`config.mk`:
```
export PLATFORM = sky130hd
export DESIGN_NAME = lfu_fifo_key_value_cache_core
export DESIGN_NICKNAME = d
export VERILOG_FILES = /design/src/rtl/lfukv_pkg.sv /design/src/rtl/lfu_fifo_key_value_cache_core.sv /design/src/rtl/lfukv_ram.sv
export SDC_FILE = /design/constraint.sdc
export NUM_CORES = 2
export LEC_CHECK = 0
export ABC_AREA = 0
export ABC_CLOCK_PERIOD_IN_PS = 7800
export BUFFER_PORTS_ARGS = -buffer_cell sky130_fd_sc_hd__buf_2
export CAP_MARGIN = 30
export CORE_ASPECT_RATIO = 1.4
export CORE_MARGIN = 2
export CORE_UTILIZATION = 55
export CTS_CLUSTER_DIAMETER = 40
export CTS_CLUSTER_SIZE = 14
export DETAILED_ROUTE_END_ITERATION = 10
export PLACE_DENSITY = 0.71
export REMOVE_ABC_BUFFERS = 1
export SYNTH_ARGS = -nofsm -noshare
export SYNTH_HDL_FRONTEND = slang
export SYNTH_SLANG_ARGS = --single-unit
```
`constraint.sdc`:
```
create_clock -name clk -period 7.8 [get_ports clk]
set_input_delay 1.17 -clock clk [delete_from_list [all_inputs] [get_ports clk]]
set_output_delay 1.17 -clock clk [all_outputs]
set_load 0.01 [all_outputs]
```
`src/rtl/lfukv_pkg.sv`:
```
// Package for the LFU/FIFO key-value cache: sizes, register indexes,
// entry layout and sequencer states. No dependencies.
`timescale 1ns / 1ps
`default_nettype none
package lfukv_pkg;

  localparam int MAX_ENTRIES = 8;
  localparam int KEY_BITS    = 32;
  localparam int VALUE_BITS  = 32;
  localparam int COUNT_BITS  = 32;
  localparam int IDX_W       = $clog2(MAX_ENTRIES);
  localparam int CNT_W       = $clog2(MAX_ENTRIES + 1);
  localparam int CH_W        = IDX_W + 2;
  localparam int CAP_W       = 4;
  localparam int CFG_W       = 4;

  localparam logic REG_POLICY   = 1'b0;
  localparam logic REG_CAPACITY = 1'b1;

  localparam logic CMD_FIND   = 1'b0;
  localparam logic CMD_INSERT = 1'b1;

  localparam logic POLICY_FIFO = 1'b0;
  localparam logic POLICY_LFU  = 1'b1;

  typedef struct packed {
    logic [KEY_BITS-1:0]   key;
    logic [VALUE_BITS-1:0] value;
    logic [COUNT_BITS-1:0] cnt;
  } entry_t;

  localparam int ENTRY_W = $bits(entry_t);

  typedef enum logic [3:0] {
    S_IDLE,
    S_LK,
    S_MISS,
    S_EV,
    S_EV_LD,
    S_DN_RD,
    S_DN_L,
    S_DN_R,
    S_DN_DEC,
    S_UP,
    S_UP_CMP,
    S_FV,
    S_FS,
    S_FW,
    S_DONE
  } state_t;

endpackage
`default_nettype wire

```
`src/rtl/lfu_fifo_key_value_cache_core.sv`:
```
// Top level of the LFU/FIFO key-value cache: sequencer around one entry RAM.
// Depends on lfukv_pkg and lfukv_ram.
`timescale 1ns / 1ps
`default_nettype none
// A request is taken when start is high and busy is low. One result follows,
// valid for the single cycle in which done is high; the receiver cannot stall.
// Every request first walks the stored entries, if there are any, with one RAM
// read per cycle; a miss then passes through the miss state, and every
// request ends in the done state.
// An LFU find hit then sifts down, reading the left child, then the right
// child if there is one, then comparing and writing back at each level.
// An LFU insert checks for eviction; each eviction loads the last entry into
// the root and sifts it down. The new entry then sifts up a level at a time.
// A FIFO insert sets the fill, shifts each entry up one slot with a read and
// a write, then writes the new entry to slot 0.
// The pace is set by the RAM's single read port and its registered read.
module lfu_fifo_key_value_cache_core (
  input  wire logic                            clk,
  input  wire logic                            rst,
  input  wire logic                            start,
  output logic                                 busy,
  input  wire logic                            cmd,
  input  wire logic [lfukv_pkg::KEY_BITS-1:0]   key_tag,
  input  wire logic [lfukv_pkg::VALUE_BITS-1:0] data_value,
  output logic                                 done,
  output logic                                 hit,
  output logic [lfukv_pkg::VALUE_BITS-1:0]      found_value,
  input  wire logic                            cfg_we,
  input  wire logic                            cfg_addr,
  input  wire logic [lfukv_pkg::CFG_W-1:0]      cfg_wdata
);
  import lfukv_pkg::*;

  state_t                state, state_next;
  logic                  policy;
  logic [CAP_W-1:0]      capacity;
  logic [CNT_W-1:0]      count;
  logic                  req_cmd;
  logic [KEY_BITS-1:0]   req_key;
  logic [VALUE_BITS-1:0] req_val;
  logic [IDX_W-1:0]      idx;
  logic [IDX_W-1:0]      pos;
  entry_t                mv, ld, rd;
  logic                  r_ok;
  logic                  after_ev;
  logic                  hit_r;
  logic [VALUE_BITS-1:0] value_r;

  logic                  ram_we;
  logic [IDX_W-1:0]      ram_waddr, ram_raddr;
  entry_t                ram_wdata, ram_rdata;
  logic [ENTRY_W-1:0]    ram_q;

  logic [CNT_W-1:0]      cap;
  logic [CH_W-1:0]       lc, rc, cnt_ext;
  logic                  key_match, lk_last;
  logic [IDX_W-1:0]      m_pos;
  entry_t                m_ent;
  logic [CNT_W-1:0]      fifo_cnt;

  assign ram_rdata = entry_t'(ram_q);

  lfukv_ram #(.WIDTH(ENTRY_W), .DEPTH(MAX_ENTRIES)) u_ram (
    .clk   (clk),
    .we    (ram_we),
    .waddr (ram_waddr),
    .wdata (ram_wdata),
    .raddr (ram_raddr),
    .rdata (ram_q)
  );

  // Effective capacity clamped to 1..MAX_ENTRIES
  always_comb begin
    if (capacity == '0) begin
      cap = CNT_W'(1);
    end else if (CNT_W'(capacity) > CNT_W'(MAX_ENTRIES) || capacity > CAP_W'(MAX_ENTRIES)) begin
      cap = CNT_W'(MAX_ENTRIES);
    end else begin
      cap = CNT_W'(capacity);
    end
  end

  assign lc        = CH_W'({pos, 1'b1});
  assign rc        = lc + CH_W'(1);
  assign cnt_ext   = CH_W'(count);
  assign key_match = (ram_rdata.key == req_key);
  assign lk_last   = ((CNT_W'(idx) + CNT_W'(1)) == count);
  assign fifo_cnt  = (count >= cap) ? cap - CNT_W'(1) : count;

  // Smallest of moving entry and its children; ties go to the child
  always_comb begin
    m_pos = pos;
    m_ent = mv;
    if (!(mv.cnt < ld.cnt)) begin
      m_pos = IDX_W'(lc);
      m_ent = ld;
    end
    if (r_ok && !(m_ent.cnt < rd.cnt)) begin
      m_pos = IDX_W'(rc);
      m_ent = rd;
    end
  end

  // Configuration writes
  always_ff @(posedge clk) begin
    if (rst) begin
      policy   <= POLICY_LFU;
      capacity <= CAP_W'(5);
    end else if (cfg_we) begin
      case (cfg_addr)
        REG_POLICY:   policy   <= cfg_wdata[0];
        REG_CAPACITY: capacity <= cfg_wdata[CAP_W-1:0];
        default:      ;
      endcase
    end
  end

  // State register
  always_ff @(posedge clk) begin
    if (rst) begin
      state <= S_IDLE;
    end else begin
      state <= state_next;
    end
  end

  // Next state and RAM control
  always_comb begin
    state_next = state;
    ram_we     = 1'b0;
    ram_waddr  = pos;
    ram_wdata  = mv;
    ram_raddr  = '0;
    case (state)
      S_IDLE: begin
        if (start) begin
          state_next = (count == '0) ? S_MISS : S_LK;
        end
      end
      S_LK: begin
        ram_raddr = idx + IDX_W'(1);
        if (key_match) begin
          if (req_cmd == CMD_INSERT) begin
            ram_we     = 1'b1;
            ram_waddr  = idx;
            ram_wdata  = ram_rdata;
            ram_wdata.value = req_val;
            state_next = S_DONE;
          end else if (policy == POLICY_LFU) begin
            state_next = S_DN_RD;
          end else begin
            state_next = S_DONE;
          end
        end else if (lk_last) begin
          state_next = S_MISS;
        end
      end
      S_MISS: begin
        if (req_cmd == CMD_FIND) begin
          state_next = S_DONE;
        end else begin
          state_next = (policy == POLICY_LFU) ? S_EV : S_FV;
        end
      end
      S_EV: begin
        ram_raddr = IDX_W'(count - CNT_W'(1));
        if (count >= cap && count != '0) begin
          state_next = (count != CNT_W'(1)) ? S_EV_LD : S_EV;
        end else begin
          state_next = S_UP;
        end
      end
      S_EV_LD: state_next = S_DN_RD;
      S_DN_RD: begin
        ram_raddr = IDX_W'(lc);
        if (lc >= cnt_ext) begin
          ram_we     = 1'b1;
          state_next = after_ev ? S_EV : S_DONE;
        end else begin
          state_next = S_DN_L;
        end
      end
      S_DN_L: begin
        ram_raddr  = IDX_W'(rc);
        state_next = (rc < cnt_ext) ? S_DN_R : S_DN_DEC;
      end
      S_DN_R: state_next = S_DN_DEC;
      S_DN_DEC: begin
        ram_we = 1'b1;
        if (m_pos == pos) begin
          state_next = after_ev ? S_EV : S_DONE;
        end else begin
          ram_wdata  = m_ent;
          state_next = S_DN_RD;
        end
      end
      S_UP: begin
        ram_raddr = (pos - IDX_W'(1)) >> 1;
        if (pos == '0) begin
          ram_we     = 1'b1;
          state_next = S_DONE;
        end else begin
          state_next = S_UP_CMP;
        end
      end
      S_UP_CMP: begin
        ram_we = 1'b1;
        if (ram_rdata.cnt > mv.cnt) begin
          ram_wdata  = ram_rdata;
          state_next = S_UP;
        end else begin
          state_next = S_DONE;
        end
      end
      S_FV: state_next = S_FS;
      S_FS: begin
        ram_raddr = idx - IDX_W'(1);
        if (idx == '0) begin
          ram_we     = 1'b1;
          ram_waddr  = '0;
          ram_wdata  = '{key: req_key, value: req_val, cnt: COUNT_BITS'(1)};
          state_next = S_DONE;
        end else begin
          state_next = S_FW;
        end
      end
      S_FW: begin
        ram_we     = 1'b1;
        ram_waddr  = idx;
        ram_wdata  = ram_rdata;
        state_next = S_FS;
      end
      S_DONE:  state_next = S_IDLE;
      default: state_next = S_IDLE;
    endcase
  end

  // Datapath registers
  always_ff @(posedge clk) begin
    if (rst) begin
      count <= '0;
    end else begin
      case (state)
        S_EV: begin
          if (count >= cap && count != '0) begin
            count <= count - CNT_W'(1);
          end else begin
            count <= count + CNT_W'(1);
          end
        end
        S_FV: count <= fifo_cnt;
        S_FS: begin
          if (idx == '0) begin
            count <= count + CNT_W'(1);
          end
        end
        default: ;
      endcase
    end
  end

  always_ff @(posedge clk) begin
    case (state)
      S_IDLE: begin
        req_cmd  <= cmd;
        req_key  <= key_tag;
        req_val  <= data_value;
        idx      <= '0;
        after_ev <= 1'b0;
        hit_r    <= 1'b0;
        value_r  <= '0;
      end
      S_LK: begin
        idx <= idx + IDX_W'(1);
        if (key_match && req_cmd == CMD_FIND) begin
          hit_r   <= 1'b1;
          value_r <= ram_rdata.value;
          pos     <= idx;
          // Count saturates at all ones
          mv      <= '{key: ram_rdata.key, value: ram_rdata.value,
                       cnt: (ram_rdata.cnt != '1) ? ram_rdata.cnt + COUNT_BITS'(1)
                                                 : ram_rdata.cnt};
        end
      end
      S_EV: begin
        after_ev <= 1'b1;
        if (!(count >= cap && count != '0)) begin
          mv  <= '{key: req_key, value: req_val, cnt: COUNT_BITS'(1)};
          pos <= IDX_W'(count);
        end
      end
      S_EV_LD: begin
        mv  <= ram_rdata;
        pos <= '0;
      end
      S_DN_L: begin
        ld   <= ram_rdata;
        r_ok <= (rc < cnt_ext);
      end
      S_DN_R: rd <= ram_rdata;
      S_DN_DEC: pos <= m_pos;
      S_UP_CMP: begin
        if (ram_rdata.cnt > mv.cnt) begin
          pos <= (pos - IDX_W'(1)) >> 1;
        end
      end
      S_FV: idx <= IDX_W'(fifo_cnt);
      S_FW: idx <= idx - IDX_W'(1);
      default: ;
    endcase
  end

  assign busy        = (state != S_IDLE);
  assign done        = (state == S_DONE);
  assign hit         = hit_r;
  assign found_value = value_r;

  // Checks
  a_count_max: assert property (@(posedge clk) disable iff (rst)
    count <= CNT_W'(MAX_ENTRIES)) else $error("entry count above depth");
  a_done_busy: assert property (@(posedge clk) disable iff (rst)
    done |-> busy) else $error("result outside a request");
  a_done_idle: assert property (@(posedge clk) disable iff (rst)
    done |=> !busy) else $error("still busy after result");
  a_take: assert property (@(posedge clk) disable iff (rst)
    (start && !busy) |=> busy) else $error("request not taken");
  a_miss_zero: assert property (@(posedge clk) disable iff (rst)
    (done && !hit) |-> (found_value == '0)) else $error("miss with value");

endmodule
`default_nettype wire

```
`src/rtl/lfukv_ram.sv`:
```
// Generic simple dual-port RAM, one write and one registered read port.
// No dependencies.
`timescale 1ns / 1ps
`default_nettype none
module lfukv_ram #(
  parameter int WIDTH = 8,
  parameter int DEPTH = 8
) (
  input  wire logic                     clk,
  input  wire logic                     we,
  input  wire logic [$clog2(DEPTH)-1:0] waddr,
  input  wire logic [WIDTH-1:0]         wdata,
  input  wire logic [$clog2(DEPTH)-1:0] raddr,
  output logic      [WIDTH-1:0]         rdata
);

  logic [WIDTH-1:0] mem [DEPTH];

  always_ff @(posedge clk) begin
    if (we) begin
      mem[waddr] <= wdata;
    end
    rdata <= mem[raddr];
  end

endmodule
`default_nettype wire

```
# ---- Word-level counts from Yosys, hierarchy flattened
# Memories as Yosys holds them, arrays and structs flattened. A register that Yosys moved wholly into a read port is not among the register bits.
# Index checks and enable logic that the tools add are counted.
dict set report classes {
  add_sub_neg 9
  order_cmp 7
  eq_ne 26
  muxes 61
  bitwise 2
  n_reduce_logical 27
}
# op count
set ops {}
lappend ops {{$mux 96} 9}
lappend ops {{$pmux 96 s5} 1}
lappend ops {{$pmux 96 s3} 1}
lappend ops {{$mux 4} 17}
lappend ops {{$lt 32x32->1} 2}
lappend ops {{$mux 32} 2}
lappend ops {{$pmux 32 s2} 1}
lappend ops {{$pmux 4 s13} 1}
lappend ops {{$mux 3} 11}
lappend ops {{$add 32x1->32 const B} 1}
lappend ops {{$eq 32x32->1} 1}
lappend ops {{$gt 32x32->1} 1}
lappend ops {{$ne 32x32->1 const B} 1}
lappend ops {{$eq 4x4->1 const B} 7}
lappend ops {{$pmux 3 s6} 1}
lappend ops {{$eq 4x3->1 const B} 4}
lappend ops {{$pmux 3 s5} 1}
lappend ops {{$logic_not 4->1} 3}
lappend ops {{$ne 2x2->1 const B} 6}
lappend ops {{$pmux 3 s4} 1}
lappend ops {{$pmux 4 s3} 1}
lappend ops {{$reduce_bool 4->1} 3}
lappend ops {{$reduce_and 2->1} 5}
lappend ops {{$pmux 3 s3} 1}
lappend ops {{30 further kinds} 50}
dict set report totals {
  ff_bits 407
  ram_bits 768
  input_bits 74
  output_inout_bits 35
  wordCells 156
  memories 1
}
# memory depth width rd rd_clocked_by_memory_dff write_ports line_no
set memory_table {}
lappend memory_table {u_ram.mem 8 96 1 1 1 lfukv_ram.sv:17} ;# logic [WIDTH-1:0] mem [DEPTH];

# ---- Depth between registers and ports, before layout
dict set report depth {
  ltp_word 9
  ltp_mapped 25
  depth_no_buf 19
}

# ---- Modules after synthesis
# From an unflattened synthesis, not the netlist that was laid out.
dict set report hier_totals {
  cells_unflattened 3499
  area_unflattened_um2 54940.2
}
# module n_inst cells_per_inst area_each_um2 seq_area_each_um2
set modules_own_cells {}
lappend modules_own_cells {lfukv_ram 1 1219 30805.8 24984.0}
lappend modules_own_cells {lfu_fifo_key_value_cache_core 1 2280 24134.4 12091.6}

# ---- Worst setup path before layout
# OpenSTA, ideal clock, no wires.
dict set report synth_path {
  kind {reg2reg}
  startpoint {reg count[0]}
  endpoint {reg pos[0], enable pin}
  setup_ps 311
  arrival_ps 6472
  t_required_ps 7489
  path_slack_ps 1017
  stages_incl_launch_ff 13
  path_buffers 1
  period_less_slack_ps 6783
  path_cell_list {dfxtp_1 -> clkbuf_1 -> inv_1 -> ha_1 -> nand2b_1 -> a21o_1 -> a21o_1 -> a21o_1 -> nand2_1 -> a22o_1 -> a31oi_1 -> nor2_1 -> o21ba_2}
}
dict set report synth_via {
  elab_chain_cells 4
  word_cells_on_any_way 5
  cone_classes {order compare (1); eq/ne (1); reduce/logical (3)}
}
# element line_no
set synth_rtl {}
lappend synth_rtl {{start, declared} lfu_fifo_key_value_cache_core.sv:37} ;# logic [CNT_W-1:0] count;
lappend synth_rtl {{start signal, assigned} lfu_fifo_key_value_cache_core.sv:246} ;# count <= count - CNT_W'(1);
lappend synth_rtl {{start signal, assigned} lfu_fifo_key_value_cache_core.sv:248} ;# count <= count + CNT_W'(1);
lappend synth_rtl {{start signal, assigned} lfu_fifo_key_value_cache_core.sv:251} ;# S_FV: count <= fifo_cnt;
lappend synth_rtl {{$ge 4x4->1 or $reduce_bool 4->1 (tied branches)} lfu_fifo_key_value_cache_core.sv:287} ;# if (!(count >= cap && count != '0)) begin
lappend synth_rtl {{$logic_and 1x1->1 *} lfu_fifo_key_value_cache_core.sv:287}
lappend synth_rtl {{$ne 2x2->1 (no source line) *} -}
lappend synth_rtl {{$reduce_and 4->1 (no source line) *} -}
lappend synth_rtl {{end signal, assigned} lfu_fifo_key_value_cache_core.sv:289} ;# pos <= IDX_W'(count);
lappend synth_rtl {{end signal, assigned} lfu_fifo_key_value_cache_core.sv:301} ;# S_DN_DEC: pos <= m_pos;
lappend synth_rtl {{end signal, assigned} lfu_fifo_key_value_cache_core.sv:304} ;# pos <= (pos - IDX_W'(1)) >> 1;
lappend synth_rtl {{end, declared} lfu_fifo_key_value_cache_core.sv:42} ;# logic [IDX_W-1:0] pos;
# Every way passes the cells marked *; elsewhere a longest branch is shown, timed or not.
# A chain may end at the register's enable or synchronous reset.

==> impl_metrics.xml <==
<?xml version="1.0" encoding="UTF-8"?>
<metrics>
  <group name="status">
    <metric name="status" unit="">completed</metric>
  </group>
  <group name="layout">
    <metric name="areaGrowthSynthToFinish" unit="%">11.1</metric>
    <metric name="nFillCells" unit="">7111</metric>
    <metric name="finalCoreUtilization" unit="">0.618</metric>
    <metric name="design_area" unit="um^2">59900</metric>
    <metric name="design.final.nets" unit="">3815</metric>
    <metric name="post_route_cells_drive_above_1_share" unit="">0.183</metric>
    <metric name="antenna_cells" unit="">0</metric>
    <metric name="stdcell_count" unit="">5020</metric>
  </group>
  <group name="critical_path">
    <metric name="endpoint_of_the_most_critical_register_to_register_path" unit="">u_ram.mem[6][80]</metric>
    <metric name="crit_path_end_kind" unit="">flip-flop</metric>
    <metric name="crit-reg2reg-launch" unit="">mv[2]</metric>
    <metric name="worst_ep_arrival_time" unit="ns">7.22</metric>
    <metric name="timing.critical_path.required" unit="ns">8.19</metric>
    <metric name="timing.reg2reg.worst_path_depth" unit="">17</metric>
    <metric name="reg2reg_slack" unit="ns">0.97</metric>
    <metric name="setup_crit_start_kind" unit="">flip-flop</metric>
    <metric name="worstSetupPathType" unit="">flip-flop to flip-flop</metric>
    <metric name="timing.critical_path.fanout_max" unit="">133</metric>
  </group>
  <group name="synthesis">
    <metric name="netlist_instances" unit="">3535</metric>
    <metric name="yosysWarningCount" unit="">0</metric>
    <metric name="postSynth.topFlopCell" unit="">edfxtp_1</metric>
    <metric name="synthTopCellsByArea" unit="">edfxtp_1 65%, mux4_2 8.0%, dfxtp_1 4.0%, ha_1 2.7%, nand2_1 2.5%</metric>
    <metric name="async_reset_ff_frac" unit="">0</metric>
    <metric name="post_synth_most_frequent_cells" unit="">1,162 x edfxtp_1, 354 x nand2_1, 231 x nor2_1</metric>
    <metric name="count_of_state_elements_after_synthesis" unit="">1271</metric>
    <metric name="seq_area_frac_synth" unit="">0.687</metric>
    <metric name="edff_count_synth" unit="">1162</metric>
    <metric name="synth_top_cell_area_share" unit="">0.647</metric>
    <metric name="syn-cell-area" unit="um^2">53900</metric>
    <metric name="syn_avg_cell_area" unit="um^2">15.3</metric>
    <metric name="post-synth-top-area-cell" unit="">edfxtp_1</metric>
    <metric name="synth.lib_cells_used.distinct" unit="">71</metric>
    <metric name="yosysMostFrequentCell" unit="">edfxtp_1</metric>
  </group>
  <group name="min_path">
    <metric name="hold_end" unit="">capacity[3]</metric>
    <metric name="hold_class" unit="">flip-flop to flip-flop</metric>
    <metric name="holdCritStartpoint" unit="">capacity[3]</metric>
    <metric name="timing.hold.worst_path_depth" unit="">2</metric>
  </group>
  <group name="clocking">
    <metric name="clock_net_sink_count" unit="">1271</metric>
    <metric name="cts_setup_buffers" unit="">0</metric>
    <metric name="worstSkewPairLatency" unit="ns">0.73</metric>
    <metric name="clockBufferDepth" unit="">3</metric>
    <metric name="cts-resized-gates" unit="">0</metric>
    <metric name="cts.reportedPaths.clkPinSlew" unit="ns">0.06</metric>
    <metric name="hold_buffers" unit="">0</metric>
    <metric name="cts.htree.levels" unit="">3</metric>
    <metric name="clock_tree.root_cell" unit="">clkbuf_16</metric>
    <metric name="cts-buffers-inserted" unit="">116</metric>
    <metric name="tritoncts_clock_tree" unit="">done</metric>
  </group>
  <group name="place">
    <metric name="placement.io_buffers" unit="">108</metric>
    <metric name="pre_cts_setup_slack" unit="ns">1.08</metric>
    <metric name="rd_place_congestion" unit="">0.932</metric>
    <metric name="placedInstanceArea" unit="um^2">56200</metric>
    <metric name="dpl.cell_count" unit="">4807</metric>
    <metric name="place_hpwl" unit="mm">75.5</metric>
  </group>
  <group name="route">
    <metric name="detail_route.wirelength" unit="mm">137</metric>
    <metric name="detail_route.drc_violations" unit="">0</metric>
    <metric name="detail_route.first_pass.iterations" unit="">5</metric>
    <metric name="avgViaCountPerCell" unit="">6.49</metric>
    <metric name="wl_per_cell" unit="um">27.2</metric>
    <metric name="drt_first_iter_violations" unit="">3299</metric>
    <metric name="detail-route-antenna-nets" unit="">0</metric>
    <metric name="num_vias" unit="">32600</metric>
  </group>
  <group name="timing">
    <metric name="final.period_utilization" unit="">0.876</metric>
    <metric name="timing.max_slew.rel_slack" unit="">0.264</metric>
    <metric name="report.final.slew_viol_count" unit="">0</metric>
    <metric name="achievable-frequency" unit="MHz">146</metric>
    <metric name="rsz0062_at_grt" unit="">false</metric>
    <metric name="hold_viol" unit="">0</metric>
    <metric name="fin_ws" unit="ns">0.968</metric>
    <metric name="clock-skew-final" unit="ns">0.0385</metric>
    <metric name="finalSetupViolations" unit="">0</metric>
    <metric name="timing_worst_slew_pin_value" unit="ns">1.10</metric>
    <metric name="tmin_final" unit="ns">6.83</metric>
  </group>
  <group name="grt">
    <metric name="grt_util_met1" unit="">0.343</metric>
    <metric name="globalRouteTotalUtil" unit="">0.274</metric>
    <metric name="grt_pass1_vias" unit="">33300</metric>
    <metric name="antenna_found_initial" unit="">4</metric>
    <metric name="grt_pass1_wl" unit="mm">204</metric>
    <metric name="globalRouteMet3Util" unit="">0.0456</metric>
    <metric name="globalRouteOverflowTotal" unit="">0</metric>
    <metric name="grt.busiest_layer" unit="">met2</metric>
    <metric name="global_route.usage.met2" unit="">0.468</metric>
    <metric name="grt_start_max_net_pins" unit="">137</metric>
  </group>
  <group name="floorplan">
    <metric name="die_area" unit="um^2">101000</metric>
    <metric name="placementRows" unit="">135</metric>
    <metric name="fp.dieW" unit="um">269</metric>
    <metric name="design.portCount" unit="">109</metric>
    <metric name="core-area" unit="um^2">97000</metric>
    <metric name="floorplan.die.height" unit="um">375</metric>
    <metric name="starting_density" unit="">0.556</metric>
  </group>
  <group name="power_and_ir_drop">
    <metric name="power" unit="mW">22.9</metric>
    <metric name="power_density" unit="nW/um^2">383</metric>
    <metric name="vdd_ir_max" unit="V">0.000356</metric>
    <metric name="leakage" unit="nW">20.5</metric>
  </group>
  <group name="flow_run">
    <metric name="maxCapViolCount" unit="">0</metric>
  </group>
</metrics>
-- critical path, stage by stage (launching register included) --
cell      delay (ns)
edfxtp_1        0.44
ha_1            0.33
nand2_1         0.05
o21ai_1         0.20
a211oi_1        0.12
o311ai_1        0.71
a211o_2         0.75
buf_4           0.39
o21ai_0         0.14
ha_1            0.31
nand4_1         0.17
or3_1           0.41
a31oi_1         0.26
a21oi_1         0.11
a31oi_4         0.35
buf_12          0.55
o311ai_0        0.25
a211oi_1        0.84
-- sequential cells by signal, indices dropped and copies added (netlist names) --
name and flops:
after_ev 1, capacity 4, count 4, found_value 32
hit 1, idx 3, ld 96, mv 96
policy 1, pos 3, r_ok 1, rd 96
req_cmd 1, req_key 32, req_val 32, state 4
u_ram.mem 768, u_ram.rdata 96
-- cells in the final DEF, fill, tap and decap left out, types with 14 or more instances in the layout --
cell type / n
o311ai_0: 65
nor4_1: 17
nand3_1: 60
nand4_1: 63
nor3_1: 72
nor2_4: 17
clkbuf_16: 117
ha_1: 116
buf_12: 14
mux4_2: 192
mux2_2: 96
o21ai_0: 108
a21oi_1: 122
inv_1: 125
xnor2_1: 20
buf_4: 53
dfxtp_1: 109
nand2_1: 351
xor2_1: 48
edfxtp_1: 1162
a221o_1: 98
buf_2: 108
clkbuf_1: 46
a211oi_1: 81
and3_1: 39
o21a_1: 16
nor2_1: 215
-- layer usage --
metal	up-vias	part of all wire
met5	-	0.00031
met4	8	0.042
met3	370	0.081
met2	1660	0.51
met1	16500	0.37
li1	14000	-
-- power breakdown --
group / switching (mW) / internal, mW / total, mW
combinational: 4.30 / 2.51 / 6.80
clock: 2.48 / 3.17 / 5.64
sequential: 0.951 / 9.54 / 10.5
total: 7.73 / 15.2 / 22.9
-- per-stage QoR --
step / hold WS (ns) / TNS (ns)
global route: 0.484 / 0
detailed placement: 0.452 / 0
CTS: 0.465 / 0
finish: 0.461 / 0
global placement: 0.449 / 0
floorplan: 0.430 / -2530.97
-- cell families after synthesis --
group | count (synthesis) | share of synthesized area
muxes | 292 | 0.101
xor gates and xnor gates | 68 | 0.0110
AOI/OAI and AO/OA | 575 | 0.0762
DFF | 1271 | 0.687
buffers and inverters | 331 | 0.0248
adders and majority gates | 116 | 0.0269
and+or+nand+nor | 882 | 0.0727
-- worst max path at each step --
stage               cells after the start                to  slack (ns)      from
global route                           17  u_ram.mem[5][48]        0.53     mv[2]
CTS                                    17  u_ram.mem[5][53]        1.06     mv[2]
detailed placement                     18  u_ram.mem[5][93]        1.08     mv[2]
floorplan                               6    u_ram.rdata[0]      -11.87  state[3]
finish                                 17  u_ram.mem[6][80]        0.97     mv[2]
global placement                       17  u_ram.mem[7][31]        1.18     mv[2]
-- layout make-up --
type | instances | area [um^2] | share of cell area
clock inverters | 45 | 592 | 0.00987
repair buffers | 175 | 1220 | 0.0203
clock buffers | 167 | 3160 | 0.0526
well taps | 1301 | 1630 | 0.0272
flip-flops and latches | 1271 | 37100 | 0.619
inverters | 128 | 484 | 0.00808
multi-input cells | 1933 | 15800 | 0.263
No activity file was read; power rests on OpenSTA's default activity.
